## config.mk

```make
export PLATFORM = sky130hd
export DESIGN_NAME = bbm_ctrl
export DESIGN_NICKNAME = d
export VERILOG_FILES = /design/src/sv/bbm_pkg.sv /design/src/sv/bbm_ctrl.sv
export SDC_FILE = /design/constraint.sdc
export NUM_CORES = 1
export LEC_CHECK = 0
export BUFFER_PORTS_ARGS = -buffer_cell sky130_fd_sc_hd__buf_4
export CELL_PAD_IN_SITES_DETAIL_PLACEMENT = 1
export CELL_PAD_IN_SITES_GLOBAL_PLACEMENT = 2
export CORE_AREA = 3 3 40 42
export CTS_CLUSTER_DIAMETER = 80
export DETAILED_ROUTE_END_ITERATION = 7
export DIE_AREA = 0 0 43 45
export PLACE_DENSITY = 0.61
export SYNTH_ARGS = -nofsm -noshare
export SYNTH_HDL_FRONTEND = slang
export SYNTH_SLANG_ARGS = --single-unit
export TNS_END_PERCENT = 5
```

## constraint.sdc

```tcl
create_clock -name clock -period 2.2 [get_ports clock]
set_input_delay 0.11 -clock clock [delete_from_list [all_inputs] [get_ports clock]]
set_output_delay 0.11 -clock clock [all_outputs]
set_load 0.03 [all_outputs]
```

## src/sv/bbm_pkg.sv

```systemverilog
// ----------------------------------------------------------------------------
// bbm_pkg
// Shared types and constants of the box blur mean filter.
// ----------------------------------------------------------------------------
package bbm_pkg;

   localparam int MAX_WIDTH_DEF  = 1024;
   localparam int MAX_RADIUS_DEF = 4;
   localparam int PIXEL_BITS_DEF = 8;

   localparam int HEIGHT_BITS = 13;
   localparam int WIDTH_BITS  = 11;
   localparam int RADIUS_BITS = 3;
   localparam int FIELD_BITS  = 8;
   localparam int CSR_ADDR_BITS = 4;
   localparam int CSR_DATA_BITS = 32;

   localparam logic [HEIGHT_BITS-1:0] HEIGHT_RESET = HEIGHT_BITS'(480);
   localparam logic [WIDTH_BITS-1:0]  WIDTH_RESET  = WIDTH_BITS'(640);
   localparam logic [RADIUS_BITS-1:0] RADIUS_RESET = RADIUS_BITS'(1);

   // register index, paddr[3:2]
   localparam logic [1:0] REG_HEIGHT = 2'd0;
   localparam logic [1:0] REG_WIDTH  = 2'd1;
   localparam logic [1:0] REG_RADIUS = 2'd2;

   typedef struct packed {
      logic [HEIGHT_BITS-1:0] image_height;
      logic [WIDTH_BITS-1:0]  image_width;
      logic [RADIUS_BITS-1:0] window_radius;
      logic                   restart;
   } bbm_cfg_type;

   typedef struct packed {
      logic accept;
      logic update;
      logic div_start;
      logic div_step;
      logic load_out;
   } bbm_cmd_type;

   typedef struct packed {
      logic emit;
      logic div_done;
      logic out_free;
   } bbm_status_type;

endpackage

```

## src/sv/bbm_ctrl.sv

```systemverilog
// ----------------------------------------------------------------------------
// bbm_ctrl
// Per-pixel sequencer: accept, update sums, and for an output pixel divide and hand off result.
// ----------------------------------------------------------------------------
module bbm_ctrl (
   input  logic                    clock,
   input  logic                    reset,
   input  logic                    req_valid,
   output logic                    req_ready,
   input  bbm_pkg::bbm_status_type status,
   output bbm_pkg::bbm_cmd_type    cmd
);
   localparam logic [1:0] S_IDLE   = 2'd0;
   localparam logic [1:0] S_UPDATE = 2'd1;
   localparam logic [1:0] S_DIV    = 2'd2;
   localparam logic [1:0] S_OUT    = 2'd3;

   logic [1:0] state_ff, state_in;

   assign req_ready = (state_ff == S_IDLE);

   always_comb begin
      state_in = state_ff;
      cmd = '0;
      case (state_ff)
         S_IDLE: begin
            if (req_valid) begin
               cmd.accept = 1'b1;
               state_in = S_UPDATE;
            end
         end
         S_UPDATE: begin
            cmd.update = 1'b1;
            if (status.emit) begin
               cmd.div_start = 1'b1;
               state_in = S_DIV;
            end else begin
               state_in = S_IDLE;
            end
         end
         S_DIV: begin
            if (status.div_done) begin
               state_in = S_OUT;
            end else begin
               cmd.div_step = 1'b1;
            end
         end
         S_OUT: begin
            if (status.out_free) begin
               cmd.load_out = 1'b1;
               state_in = S_IDLE;
            end
         end
         default: state_in = S_IDLE;
      endcase
   end

   always_ff @(posedge clock) begin
      if (reset) begin
         state_ff <= S_IDLE;
      end else begin
         state_ff <= state_in;
      end
   end
endmodule

```

==> results_dict.tcl, run 1 <==
set metrics [dict create \
    synthCells 17 \
    post_cts_buffers 0 \
    io-pin-count 12 \
    dp_hpwl_um 348.7 \
    antenna_left 0 \
    core_um2 1285 \
    fin_util_pct 19.47 \
    worstSetupPathType "reg2out" \
    synth_fp_nets 23 \
    r2r_slack_ps 1150 \
    dr.pass1.iters 4 \
    numCtsBuffers 3 \
    holdPathStages 2 \
    yosysUniqueCellTypes 13 \
    ys.flop_type "dfxtp_1" \
    fin_area_um2 250.2 \
    avgSynthCellArea_um2 8.096 \
    num-nets-final 38 \
    switchingPower_mw 0.05331 \
    initial_core_util_pct 10.71 \
    synth_top_area_cell "dfxtp_1" \
    cts_tree "done" \
    status "complete, no violations" \
    place_area_um2 227.7 \
    synth.yosys.seq_area_share_pct 29.09 \
    p_per_area_nw_per_um2 697.8 \
    timing.final.ws_setup_ps 974.0 \
    ys_async_sr_fraction_pct 0 \
    ir_drop_mv 0.1116 \
    drc 0 \
    path_clk_slew_ps 30 \
    syn_area_um2 137.6 \
    min_path_type "in2reg" \
    p_seq_share_pct 25.3 \
    fmaxAchievable_mhz 815.7 \
    area_delta_synth_final_pct 81.82 \
    cp_max_fo 7 \
    vias_per_cell 3.889 \
    final_cells 45 \
    wl_um 447 \
    setup_tns_ps 0 \
    row_count 13 \
    synthTopCellsByArea "dfxtp_1, and2_1, buf_6" \
    chipHeight_um 45 \
    overflow 0 \
    place.gp.congestion 0.6540 \
    setup_viol 0 \
    tightest_slew_ps 251.9 \
    antenna_found_initial 0 \
    wl_per_cell_um 9.933 \
    synth_seq_cells 2 \
    leakage_nw 0.1269 \
    grt_usage_pct 6.567 \
    endpoint_kind "output pin" \
    p_int_mw 0.1213 \
    insertion_delay_ps 230 \
    swShare_pct 30.53 \
    rsz0062_at_grt "false" \
    dieArea_um2 1935 \
    r2r_end "state_ff[0]" \
    reg2reg_from "state_ff[0]" \
    finalMaxSlewViolations 0 \
    cts_max_path_buffers 2 \
    cts_root_buf "clkbuf_4" \
    relSlewSlack_pct 82.99 \
    max_cap_violations 0 \
    hold_viol 0 \
    htree_levels 1 \
    worstPathArrival_ps 1120 \
    grt_pass1_vias 192 \
    grt_max_degree 10 \
    grt_pass1_wl_um 828 \
    n_fill_cell 157 \
    power.share.clock_pct 47.4 \
    required_ps 2090 \
    dpl.cell_count 42 \
    io_buffers 11 \
    yosysWarnings 0 \
    diodes 0 \
    p_comb_share_pct 27.4 \
    cts_resized 0 \
    period_needed_ps 1226 \
    min_period_over_period_pct 55.73 \
    drive_gt1_share_pct 46.67 \
    synth_common_cells "and2_1, dfxtp_1, inv_1, nor2_1" \
    synth_top_area_share_pct 29.09 \
    skew_ps 0.8856 \
    drt_iter0_drc 4 \
    holdBufCountCts 0 \
    reg2reg_depth 2 \
    dp_slack_ps 1152 \
    synth-edff-count 0 \
    hold_path_startpoint "reset" \
    dieWidth_um 43 \
    cp-start-kind "flip-flop" \
    vias 175 \
    cts.sink_count 2 \
]
## cell families after synthesis
kind of cell           after synthesis  synth area share [%]
DFF                                  2                 29.09
AOI/OAI and AO/OA                    3                 17.27
and+or+nand+nor                      9                 40.01
buffers and inverters                3                 13.64
## worst max-delay path, stage by stage, from the launching register on
cell and delay (ps):
dfxtp_1 400, inv_1 90, nor3_1 210, buf_4 190
## layout make-up
class / instances / area [µm²] / area share (%)
inverter: 2 / 7.507 / 3.000
multi-input combinational: 12 / 78.83 / 31.50
tap: 15 / 18.77 / 7.500
sequential: 2 / 40.04 / 16.00
clock buffer: 3 / 22.52 / 9.000
timing repair buffer: 11 / 82.58 / 33.00
## per-layer routing
layer	up-vias	global-route usage, %	part of all wire [%]
met5	-	0	0
met2	14	6.886	36
met1	74	7.434	47
met4	0	7.229	3.1
li1	85	-	-
met3	2	5.179	14
## power groups by stage
stage | sequential [mW] | combinational [mW] | clock, mW
5_1_grt | 0.0455 | 0.0518 | 0.0909
6_report | 0.0441 | 0.0478 | 0.0827
3_3_place_gp | 0.0442 | 0.0480 | 0
2_1_floorplan | 0.0415 | 0.0321 | 0
3_5_place_dp | 0.0447 | 0.0483 | 0
4_1_cts | 0.0441 | 0.0484 | 0.0882
## stage by stage
stage               hold WS, ps  power (mW)
floorplan                 179.1     0.07364
global placement          292.1     0.09220
detailed placement        292.1     0.09306
CTS                       49.14      0.1807
global route              62.67      0.1882
finish                    59.58      0.1746
## how the worst max path moves through the flow
stage | from | to | slack [ps] | depth (start not counted)
2_1_floorplan | state_ff[0] | cmd[4] | 870 | 3
3_3_place_gp | state_ff[0] | state_ff[0] | 1180 | 2
3_5_place_dp | state_ff[0] | state_ff[0] | 1150 | 2
4_1_cts | flip-flop | cmd[1] | 960 | 3
5_1_grt | flip-flop | cmd[1] | 830 | 3
6_report | flip-flop | cmd[1] | 970 | 3
## cell usage in the layout (no fill, tap or decap), types with 2 or more instances in the layout
cell type   n
clkbuf_4    3
and2_1      2
dfxtp_1     2
inv_1       2
nor2_1      2
buf_4      11
Power figures use the tool's default switching activity.
==> inputs of run 2 (changes only) <==
--- a/config.mk
+++ b/config.mk
@@ -5,6 +5,7 @@
 export SDC_FILE = /design/constraint.sdc
 export NUM_CORES = 1
 export LEC_CHECK = 0
+export ABC_AREA = 1
 export BUFFER_PORTS_ARGS = -buffer_cell sky130_fd_sc_hd__buf_4
 export CELL_PAD_IN_SITES_DETAIL_PLACEMENT = 1
 export CELL_PAD_IN_SITES_GLOBAL_PLACEMENT = 2
@@ -12,7 +13,7 @@
 export CTS_CLUSTER_DIAMETER = 80
 export DETAILED_ROUTE_END_ITERATION = 7
 export DIE_AREA = 0 0 43 45
-export PLACE_DENSITY = 0.61
+export PLACE_DENSITY = 0.65
 export SYNTH_ARGS = -nofsm -noshare
 export SYNTH_HDL_FRONTEND = slang
 export SYNTH_SLANG_ARGS = --single-unit
==> constraint.sdc (replaced) <==
create_clock -name clock -period 1.25 [get_ports clock]
set_input_delay 0.0625 -clock clock [delete_from_list [all_inputs] [get_ports clock]]
set_output_delay 0.0625 -clock clock [all_outputs]
set_load 0.03 [all_outputs]
==> run 2 against run 1 <==
Against the previous run: the run now ends with hold timing left; global-route usage fell by 0.67 points; critical path depth unchanged; setup slack got worse by 800 ps.
==> results_dict.tcl, run 2 <==
set metrics [dict create \
    crit_path_max_incr_delay_ps 360 \
    cts_tree "done" \
    finalPower_mw 0.3353 \
    p_seq_share_pct 24.3 \
    io-pin-count 12 \
    min_period_over_period_pct 86.15 \
    drt_iter0_drc 0 \
    numCtsBuffers 3 \
    path_clk_slew_ps 30 \
    regArea_um2 42.54 \
    synth_common_cells "inv_1, inv_2" \
    grtUsageMet1_pct 4.306 \
    num-nets-final 45 \
    worstPathArrival_ps 1010 \
    grt_pass1_vias 198 \
    r2r_end "state_ff[0]" \
    endpoint_kind "output pin" \
    cp-start-kind "flip-flop" \
    min_path_type "in2reg" \
    area_delta_synth_final_pct 87.83 \
    dpl.cell_count 49 \
    yosysWarnings 0 \
    insertion_delay_ps 220 \
    place_area_um2 245.2 \
    synth_top_area_share_pct 27.83 \
    p_per_area_nw_per_um2 1241 \
    ys_async_sr_fraction_pct 0 \
    syn_area_um2 143.9 \
    holdBufCountCts 0 \
    leakage_nw 0.1533 \
    final_common_cell "buf_4" \
    vias 186 \
    p_int_mw 0.2238 \
    fmaxAchievable_mhz 928.6 \
    cts.sink_count 2 \
    worstSetupPathType "reg2out" \
    setup_viol 0 \
    synth_top_area_cell "dfxtp_1" \
    skew_ps 0.3958 \
    grt_max_degree 6 \
    ys.flop_type "dfxtp_1" \
    met3_usage_pct 3.586 \
    hold_slack_ps -0.8125 \
    wl_um 409 \
    setup_tns_ps 0 \
    dieWidth_um 43 \
    yosysUniqueCellTypes 12 \
    synthCells 23 \
    post-synth-top-count-cell "inv_1" \
    hold_viol 1 \
    grt_pass1_wl_um 703 \
    htree_levels 1 \
    grt_usage_pct 5.897 \
    dr.pass1.iters 1 \
    n_fill_cell 163 \
    drive_gt1_share_pct 62.16 \
    busiest_layer "met4" \
    finalMaxSlewViolations 0 \
    core_um2 1285 \
    critical_path.slowest_cell "dfxtp_2" \
    period_needed_ps 1077 \
    synth.yosys.seq_area_share_pct 27.83 \
    dp_hpwl_um 350.1 \
    cp_max_fo 5 \
    grt_use_met2_pct 8.683 \
    status "finished, violations left" \
    antenna_left 0 \
    required_ps 1190 \
    layout_common_cells "buf_4, inv_1, inv_2, clkbuf_4" \
    crit_chain "inv_2 -> nor3_1 -> buf_4" \
    fin_area_um2 270.3 \
    p_comb_share_pct 34.0 \
    chipHeight_um 45 \
    io_buffers 11 \
    switchingPower_mw 0.1115 \
    swShare_pct 33.25 \
    vias_per_cell 3.577 \
    synth-edff-count 0 \
    drc 0 \
    max_cap_violations 0 \
    power.share.clock_pct 41.7 \
    final_cells 52 \
    antenna_found_initial 0 \
    dieArea_um2 1935 \
    ir_drop_mv 0.2270 \
    initial_core_util_pct 11.20 \
    synth_fp_nets 29 \
    violations "hold timing" \
    wl_per_cell_um 7.865 \
    multiInputGateArea_um2 73.82 \
    row_count 13 \
    cts_root_buf "clkbuf_4" \
    relSlewSlack_pct 89.15 \
    reg2reg_depth 4 \
    tightest_slew_ps 161.5 \
    diodes 0 \
    r2r_slack_ps 480 \
    cp-endpoint "cmd[0]" \
    avgSynthCellArea_um2 6.256 \
    cts_max_path_buffers 2 \
    synthTopCellsByArea "dfxtp_1, inv_1, nor2_2" \
    overflow 0 \
    rsz0062_at_grt "false" \
    synth_seq_cells 2 \
    place.gp.congestion 0.5788 \
]
==> run 2: cell count changes after synthesis, sizes merged, moves of 2 or more <==
cell / change
and2: -2
inv: +6
nand2: +2
nor2: +3
==> run 2: worst min path at each step <==
stage / startpoint / end / slack [ps] / cells after the start
detailed placement: reset / flip-flop / 240 / 2
CTS: reset / flip-flop / 0.4 / 2
finish: reset / flip-flop / -0.8 / 2
global route: reset / flip-flop / 0.9 / 2
global placement: reset / flip-flop / 240 / 2
floorplan: reset / flip-flop / 130 / 1
==> run 2: area by class of cell <==
class                   count  share of cell area [%]
flip-flops and latches      2                   15.74
clock buffers               3                   8.333
repair buffers             11                   30.56
inverters                   8                   11.11
well taps                  15                   6.944
multi-input cells          13                   27.31
==> run 2: power groups by stage <==
stage	Sequential (mW)	Clock (mW)	Combinational [mW]
CTS	0.0804	0.149	0.117
detailed placement	0.0813	0	0.116
global route	0.0834	0.156	0.126
global placement	0.0812	0	0.116
floorplan	0.0790	0	0.0725
finish	0.0814	0.140	0.114
==> run 2: critical path, delay by kind of cell, from the launching register on <==
family                 cells  cell delay, ps
buffers and inverters      2             250
AND/OR/NAND/NOR            1             190
flip-flops                 1             360
==> run 2: repair_timing <==
item	4_1_cts	5_1_grt
buffers inserted	0	0
resized for setup	0	2
endpoints found under the setup margin	0	1
==> run 2: logic make-up after synthesis <==
group	after synthesis	synth area share (%)
simple gates	11	44.35
flops	2	27.83
buf+inv	8	20.87
compound gates	2	6.957
==> run 2: metal layers <==
layer,wire length [µm],vias up
li1,-,97
met1,149,82
met2,217,5
met3,34,2
met4,7,0
met5,0,-
==> run 2: stage by stage <==
step | worst slack (ps) | utilization [%]
after floorplan | 52.96 | -
after global placement | 335.6 | 19.08
after detailed placement | 331.0 | 19.08
after CTS | 88.84 | 20.84
after global routing | 61.74 | 21.03
final | 173.1 | 21.03
