## config.mk

```make
export PLATFORM = sky130hd
export DESIGN_NAME = bbm_csr
export DESIGN_NICKNAME = d
export VERILOG_FILES = /design/src/sv/bbm_pkg.sv /design/src/sv/bbm_csr.sv
export SDC_FILE = /design/constraint.sdc
export NUM_CORES = 1
export LEC_CHECK = 0
export BUFFER_PORTS_ARGS = -buffer_cell sky130_fd_sc_hd__buf_2
export CAP_MARGIN = 25
export CORE_MARGIN = 8
export CORE_UTILIZATION = 45
export CTS_CLUSTER_SIZE = 20
export DETAILED_ROUTE_END_ITERATION = 8
export PLACE_DENSITY = 0.91
export SETUP_SLACK_MARGIN = 0.15
export SYNTH_ARGS = -nofsm -noshare
export SYNTH_HDL_FRONTEND = slang
export SYNTH_SLANG_ARGS = --single-unit
```

## constraint.sdc

```tcl
create_clock -name clock -period 2.4 [get_ports clock]
set_input_delay 0.48 -clock clock [delete_from_list [all_inputs] [get_ports clock]]
set_output_delay 0.48 -clock clock [all_outputs]
set_load 0.05 [all_outputs]
```

## src/sv/bbm_pkg.sv

```systemverilog
// ----------------------------------------------------------------------------
// bbm_pkg
// Shared types and constants of the box blur mean filter.
// ----------------------------------------------------------------------------
package bbm_pkg;

   localparam int MAX_WIDTH_DEF  = 1024;
   localparam int MAX_RADIUS_DEF = 4;
   localparam int PIXEL_BITS_DEF = 8;

   localparam int HEIGHT_BITS = 13;
   localparam int WIDTH_BITS  = 11;
   localparam int RADIUS_BITS = 3;
   localparam int FIELD_BITS  = 8;
   localparam int CSR_ADDR_BITS = 4;
   localparam int CSR_DATA_BITS = 32;

   localparam logic [HEIGHT_BITS-1:0] HEIGHT_RESET = HEIGHT_BITS'(480);
   localparam logic [WIDTH_BITS-1:0]  WIDTH_RESET  = WIDTH_BITS'(640);
   localparam logic [RADIUS_BITS-1:0] RADIUS_RESET = RADIUS_BITS'(1);

   // register index, paddr[3:2]
   localparam logic [1:0] REG_HEIGHT = 2'd0;
   localparam logic [1:0] REG_WIDTH  = 2'd1;
   localparam logic [1:0] REG_RADIUS = 2'd2;

   typedef struct packed {
      logic [HEIGHT_BITS-1:0] image_height;
      logic [WIDTH_BITS-1:0]  image_width;
      logic [RADIUS_BITS-1:0] window_radius;
      logic                   restart;
   } bbm_cfg_type;

   typedef struct packed {
      logic accept;
      logic update;
      logic div_start;
      logic div_step;
      logic load_out;
   } bbm_cmd_type;

   typedef struct packed {
      logic emit;
      logic div_done;
      logic out_free;
   } bbm_status_type;

endpackage

```

## src/sv/bbm_csr.sv

```systemverilog
// ----------------------------------------------------------------------------
// bbm_csr
// APB-style register file: image height, image width, window radius.
// ----------------------------------------------------------------------------
module bbm_csr (
   input  logic                               clock,
   input  logic                               reset,
   input  logic                               csr_psel,
   input  logic                               csr_penable,
   input  logic                               csr_pwrite,
   input  logic [bbm_pkg::CSR_ADDR_BITS-1:0]  csr_paddr,
   input  logic [bbm_pkg::CSR_DATA_BITS-1:0]  csr_pwdata,
   output logic [bbm_pkg::CSR_DATA_BITS-1:0]  csr_prdata,
   output logic                               csr_pready,
   output bbm_pkg::bbm_cfg_type               cfg
);
   logic [bbm_pkg::HEIGHT_BITS-1:0] height_ff, height_in;
   logic [bbm_pkg::WIDTH_BITS-1:0]  width_ff, width_in;
   logic [bbm_pkg::RADIUS_BITS-1:0] radius_ff, radius_in;
   logic                            wr_en;
   logic                            cfg_restart;
   logic [1:0]                      idx;

   assign csr_pready = 1'b1;
   assign idx   = csr_paddr[3:2];
   assign wr_en = csr_psel && csr_penable && csr_pwrite;

   always_comb begin
      height_in = height_ff;
      width_in  = width_ff;
      radius_in = radius_ff;
      cfg_restart = 1'b0;
      if (wr_en) begin
         case (idx)
            bbm_pkg::REG_HEIGHT: begin
               height_in = csr_pwdata[bbm_pkg::HEIGHT_BITS-1:0];
               cfg_restart = 1'b1;
            end
            bbm_pkg::REG_WIDTH: begin
               width_in = csr_pwdata[bbm_pkg::WIDTH_BITS-1:0];
               cfg_restart = 1'b1;
            end
            bbm_pkg::REG_RADIUS: begin
               radius_in = csr_pwdata[bbm_pkg::RADIUS_BITS-1:0];
               cfg_restart = 1'b1;
            end
            default: ;
         endcase
      end
   end

   always_comb begin
      case (idx)
         bbm_pkg::REG_HEIGHT: csr_prdata = bbm_pkg::CSR_DATA_BITS'(height_ff);
         bbm_pkg::REG_WIDTH:  csr_prdata = bbm_pkg::CSR_DATA_BITS'(width_ff);
         bbm_pkg::REG_RADIUS: csr_prdata = bbm_pkg::CSR_DATA_BITS'(radius_ff);
         default:             csr_prdata = '0;
      endcase
   end

   always_ff @(posedge clock) begin
      if (reset) begin
         height_ff <= bbm_pkg::HEIGHT_RESET;
         width_ff  <= bbm_pkg::WIDTH_RESET;
         radius_ff <= bbm_pkg::RADIUS_RESET;
      end else begin
         height_ff <= height_in;
         width_ff  <= width_in;
         radius_ff <= radius_in;
      end
   end

   assign cfg.image_height  = height_ff;
   assign cfg.image_width   = width_ff;
   assign cfg.window_radius = radius_ff;
   assign cfg.restart       = cfg_restart;
endmodule

```

==> results.cfg, run 1 <==
[cts]
cts_sinks = 27
cts_tree = yes
cts_buffers = 3
clock_tree.htree_level_count = 1
ctsResizeCount = 0
clock_tree.root_cell = sky130_fd_sc_hd__clkbuf_4
worst_case_clock_buffer_depth = 2
postCtsHoldBufs = 0
clkSlewWorstSetupHoldPaths_ps = 140
clock_insertion_delay_worst_skew_ps = 320
cts_setup_buffers = 0

[timing]
post_route_clock_period_utilization = 0.833
setup_viol_count_final = 0
period_needed_ps = 2000
timing.slew.headroom = 0.621
max_clock_freq_ghz = 0.500
final-max-slew-violation-count = 0
unrepaired_setup_endpoints_after_global_routing = no
totalNegativeSetupSlack_ps = 0
worst_pin_slew_ps = 568
final-hold-violation-count = 0
fin_ws_ps = 400
worst_clock_skew_ps = 0

[global_routing]
number_of_global_route_vias_before_repair = 1210
grt_start_max_net_pins = 42
tot_gr_track_use = 0.128
grt_pass1_wl_mm = 5.55
grt-ovfl-total = 0
initial_antenna_violation_count = 0

[power]
power_frac_clock = 0.221
power_frac_seq = 0.527
power_frac_comb = 0.252
sw_frac_of_total = 0.347
powerDensity_mw_per_mm2 = 483
vdd.ir_drop.worst_mv = 0.285
switching_pwr_mw = 0.302
power.internal_mw = 0.568
p_leak_nw = 0.889
finalPower_mw = 0.870

[drt]
ant_nets = 0
route.vias.total = 1248
routed_via_density = 4.69
total_routed_length_mm = 3.66
drtIter0Drc = 36
drt-wirelength-per-cell_um = 13.8
dr.pass1.iters = 4
drcViolationCount = 0

[final_layout]
leading_cell_type_in_the_layout_fill_and_taps_excluded = sky130_fd_sc_hd__buf_2
postLayoutCoreUtil = 0.544
final_nets = 262
layout_common_cells = sky130_fd_sc_hd__buf_2, sky130_fd_sc_hd__mux2i_1, sky130_fd_sc_hd__dfxtp_1
drive_gt1_frac = 0.323
layout-area-overhead-vs-synth_pct = 16.2
fillers = 350
diodes = 0

[synth]
flip_flop_and_latch_count_after_synthesis = 27
yosysSeqAreaShare = 0.349
syn_inst = 167
count_of_synthesis_stage_warnings_from_yosys = 0
yosysUniqueCellTypes = 23
synth.cell_area_mm2 = 0.00155
synth.avg_cell_area_um2 = 9.28

[critical_path]
worst_setup_path_start_kind = input port
critical_path_class = in -> out
crit_path_end_kind = output port
cp_max_fo = 19
worstPathArrival_ps = 1520
required_ps = 1920

[floorplanning]
fp.dieH_um = 74.7
total_i_o_pin_count = 102
initial_utilization = 0.468
placeable_area_mm2 = 0.00331
die_x_um = 74.7
row_count = 21
floorplan.die_area_mm2 = 0.00558

[job]
max-cap-violations = 0

[hold_path]
hold_path_class = in -> reg

[placement]
finalWeightedCongestion = 0.707
place_ws_ps = 379
port_buffers = 60
detailed_place_hpwl_mm = 2.86

[outcome]
run_status = finished clean
## path summary, 6_finish.rpt
path	start	slack [ps]	depth (start not counted)	endpoint
max	csr_paddr[2]	400	4	csr_prdata[1]
min	csr_pwdata[11]	400	3	height_ff[11]
max reg2reg	height_ff[9]	1690	2	height_ff[9]
min reg2reg	width_ff[6]	500	2	width_ff[6]
## through the flow
step / instances / area, um2 / hold slack, ps
floorplan: 185 / 1620 / 628
global placement: 262 / 1780 / 466
detailed placement: 262 / 1780 / 481
CTS: 266 / 1800 / 378
global route: 266 / 1800 / 389
finish: 266 / 1800 / 398
## final cells by class
class / instances / area (um2) / area share
repair buffers: 62 / 328 / 0.182
flip-flops and latches: 27 / 541 / 0.300
clock buffers: 4 / 26.3 / 0.0146
multi-input cells: 127 / 850 / 0.472
well taps: 46 / 57.6 / 0.0319
## cell families (layout without fill, tap and decap cells)
group | Yosys count | in the layout | share of synthesized area
buf+inv | 31 | 66 | 0.147
other cells | 2 | 20 | 0.00484
compound gates | 11 | 11 | 0.0428
mux | 34 | 34 | 0.220
flops | 27 | 27 | 0.349
simple gates | 62 | 62 | 0.237
## critical path: stages
cell and delay [ps]:
sky130_fd_sc_hd__buf_2 450, sky130_fd_sc_hd__mux2i_1 150, sky130_fd_sc_hd__o21ai_1 150, sky130_fd_sc_hd__buf_2 280
## registers in the layout, summed over array words and instances, names as in the netlist
| name | cells |
|---|---|
| height_ff | 13 |
| width_ff | 11 |
| radius_ff | 3 |
## synth_stat cells
master	n	area share
sky130_fd_sc_hd__nor3b_4	1	0.012
sky130_fd_sc_hd__nor2b_4	1	0.0089
sky130_fd_sc_hd__clkbuf_1	3	0.0073
sky130_fd_sc_hd__and2_1	2	0.0081
sky130_fd_sc_hd__o21ai_0	3	0.0097
sky130_fd_sc_hd__buf_4	23	0.11
sky130_fd_sc_hd__buf_2	2	0.0065
sky130_fd_sc_hd__conb_1	2	0.0048
sky130_fd_sc_hd__a211o_1	1	0.0057
sky130_fd_sc_hd__nor2_1	19	0.046
sky130_fd_sc_hd__dfxtp_1	27	0.35
sky130_fd_sc_hd__nor3_4	1	0.010
sky130_fd_sc_hd__mux2i_1	34	0.22
sky130_fd_sc_hd__o31ai_1	3	0.015
sky130_fd_sc_hd__nor2_2	1	0.0040
sky130_fd_sc_hd__nand3_4	1	0.011
sky130_fd_sc_hd__nand2_1	4	0.0097
sky130_fd_sc_hd__and3_1	2	0.0081
sky130_fd_sc_hd__nand3_1	3	0.0097
sky130_fd_sc_hd__a21oi_1	4	0.013
sky130_fd_sc_hd__nand2b_1	26	0.10
sky130_fd_sc_hd__buf_6	3	0.022
sky130_fd_sc_hd__nand2_2	1	0.0040
## layer usage
layer,global-route usage,part of all wire,vias up
li1,-,-,617
met1,0.140,0.38,570
met2,0.231,0.50,55
met3,0.0306,0.10,6
met4,0.0522,0.016,0
met5,0,0,-
## power groups by stage
stage / clock network, mW / logic [mW] / registers, mW
after floorplan: 0 / 0.186 / 0.489
after CTS: 0.207 / 0.220 / 0.459
final: 0.192 / 0.220 / 0.458
after global routing: 0.223 / 0.233 / 0.460
after detailed placement: 0 / 0.220 / 0.468
after global placement: 0 / 0.216 / 0.468
(Power assumes the default switching activity.)
==> inputs of run 2 (changes only) <==
- ABC_AREA: unset -> 1
- CORE_UTILIZATION: 45 -> 41
- PLACE_DENSITY: 0.91 -> 0.86
- clock period: 2.4 -> 2.1 ns (I/O delays scaled with it)
==> results.cfg, run 2 <==
[synth]
yosys.area_share.simple = 0.373
netlist.area_leader.share = 0.373
synth_area_leaders = sky130_fd_sc_hd__dfxtp_1, sky130_fd_sc_hd__buf_4, sky130_fd_sc_hd__nand2_1
synth.avg_cell_area_um2 = 6.70
combinational_family_with_the_most_area_after_synthesis = simple AND/OR/NAND/NOR gates
syn_inst = 216
adder_and_majority_cell_fraction_of_the_synthesized_area = 0
count_of_synthesis_stage_warnings_from_yosys = 0
yosysSeqAreaShare = 0.373
multiplexer_share_of_the_synthesized_area = 0
yosys.cell_count.top_type = sky130_fd_sc_hd__nand2_1
ys_top_cells_by_count = sky130_fd_sc_hd__nand2_1, sky130_fd_sc_hd__nor2_1, sky130_fd_sc_hd__nand3_1
post_synth_xor_area_fraction = 0
synth.cell_area_mm2 = 0.00145
synth-compound-area-share = 0.0553
flip_flop_and_latch_count_after_synthesis = 27
synth-edff-count = 0
yosysTopAreaCell = sky130_fd_sc_hd__dfxtp_1
async_flop_share = 0
yosysUniqueCellTypes = 19
dominantRegCellSynth = sky130_fd_sc_hd__dfxtp_1

[drt]
route.vias.total = 1391
wl_met1_mm = 1.58
dr.pass1.iters = 4
wl_met3_um = 340
top_signal_layer_used = met4
drtIter0Drc = 87
drt-wirelength-per-cell_um = 11.9
drcViolationCount = 0
total_routed_length_mm = 3.77
ant_nets = 0
routed_via_density = 4.39
dr_wl_met2_mm = 1.83

[floorplanning]
die_x_um = 75.4
fp.dieH_um = 75.4
placeable_area_mm2 = 0.00336
floorplan.die_area_mm2 = 0.00569
total_i_o_pin_count = 102
initial_utilization = 0.430
row_count = 21

[placement]
placedCellCount = 313
detailed_place_hpwl_mm = 2.81
place_ws_ps = 338
finalWeightedCongestion = 0.749
placement.cell_area_mm2 = 0.00172
port_buffers = 60

[cts]
cts_tree = yes
clock_tree.htree_level_count = 1
cts_sinks = 27
clkSlewWorstSetupHoldPaths_ps = 150
clock_tree.root_cell = sky130_fd_sc_hd__clkbuf_4
worst_case_clock_buffer_depth = 2
postCtsHoldBufs = 0
cts_setup_buffers = 0
cts_buffers = 3
ctsResizeCount = 0
clock_insertion_delay_worst_skew_ps = 310

[global_routing]
grt-ovfl-total = 0
grt_pass1_wl_mm = 5.99
grt_start_max_net_pins = 28
tot_gr_track_use = 0.134
initial_antenna_violation_count = 0
number_of_global_route_vias_before_repair = 1334

[timing]
unrepaired_setup_endpoints_after_global_routing = no
final-hold-violation-count = 0
max_clock_freq_ghz = 0.568
post_route_clock_period_utilization = 0.838
totalNegativeSetupSlack_ps = 0
setup_viol_count_final = 0
final-max-slew-violation-count = 0
timing.slew.headroom = 0.520
fin_ws_ps = 341
hold_slack_ps = 311
period_needed_ps = 1760
worst_clock_skew_ps = 0
worst_pin_slew_ps = 716

[power]
finalPower_mw = 1.04
powerDensity_mw_per_mm2 = 598
p_leak_nw = 0.944
vdd.ir_drop.worst_mv = 0.274

[final_layout]
diodes = 0
regMostFlops = height_ff
postLayoutCoreUtil = 0.518
leading_cell_type_in_the_layout_fill_and_taps_excluded = sky130_fd_sc_hd__buf_2
drive_gt1_frac = 0.277
postLayoutCellArea_mm2 = 0.00174
final_nets = 313
largest_register_ffs = 13
reg.largest.list = height_ff x13, width_ff x11, radius_ff x3
finalNonFillerCells = 317
layout_common_cells = sky130_fd_sc_hd__buf_2, sky130_fd_sc_hd__nand2_1, sky130_fd_sc_hd__nor2_1
fillers = 361
layout-area-overhead-vs-synth_pct = 20.4

[critical_path]
worstPathArrival_ps = 1340
critical_path_class = in -> out
path_common_cell = sky130_fd_sc_hd__buf_2
reg2regPathDepth = 2
worstPathCellList = buf_2 > nor2_1 > buf_12 > a22o_1 > buf_2
worst_setup_path_start_kind = input port
cp_max_fo = 21
peak_per_stage_delay_on_the_critical_path_ps = 260
crit_path_end_kind = output port
worst_path_max_delay_cell = sky130_fd_sc_hd__buf_2
required_ps = 1680

[outcome]
run_status = finished clean

[hold_path]
hold-path-cell-count = 3
hold_path_class = in -> reg

[job]
max-cap-violations = 0
run 2: changes by cell type after synthesis, sizes merged, moves of 8 or more:
cell | previous run | this run
nand2b | 26 | 0
nand2 | 5 | 48
inv | 0 | 17
mux2i | 34 | 0
nand3 | 4 | 31
a22o | 0 | 8
nor2 | 20 | 49
run 2: worst max-delay path, delay by kind of cell:
kind | cells | cell delay [ps]
compound gates | 1 | 150
buf+inv | 3 | 580
simple gates | 1 | 190
run 2: cell families (layout without fill, tap and decap cells):
family          count (synthesis)  count (layout)
other cells                     2              20
flops                          27              27
simple gates                  128             128
compound gates                 10              10
buf+inv                        49              86
run 2: per-layer routing:
layer	track usage	up-vias
met3	0.0316	2
li1	-	741
met1	0.156	595
met4	0.0256	0
met5	0	-
met2	0.244	53
run 2: cell type report:
cell class	count	area (um2)	share of cell area
clock buffers	3	22.5	0.0129
inverters	18	67.6	0.0388
multi-input cells	158	694	0.398
clock inverters	1	5.00	0.00287
flip-flops and latches	27	541	0.310
repair buffers	64	355	0.204
well taps	46	57.6	0.0330
run 2: final timing paths:
kind                            slack, ps           from            end
worst max-delay path                  340   csr_paddr[3]  csr_prdata[7]
worst min-delay path                  310  csr_pwdata[7]   height_ff[7]
worst max register to register       1470   radius_ff[0]   radius_ff[0]
worst min register to register        490   height_ff[7]   height_ff[7]
run 2: power breakdown:
group	switching (mW)	leakage (nW)	internal, mW
clock	0.148	0.0177	0.0712
combinational	0.231	0.707	0.0607
sequential	0.00799	0.219	0.524
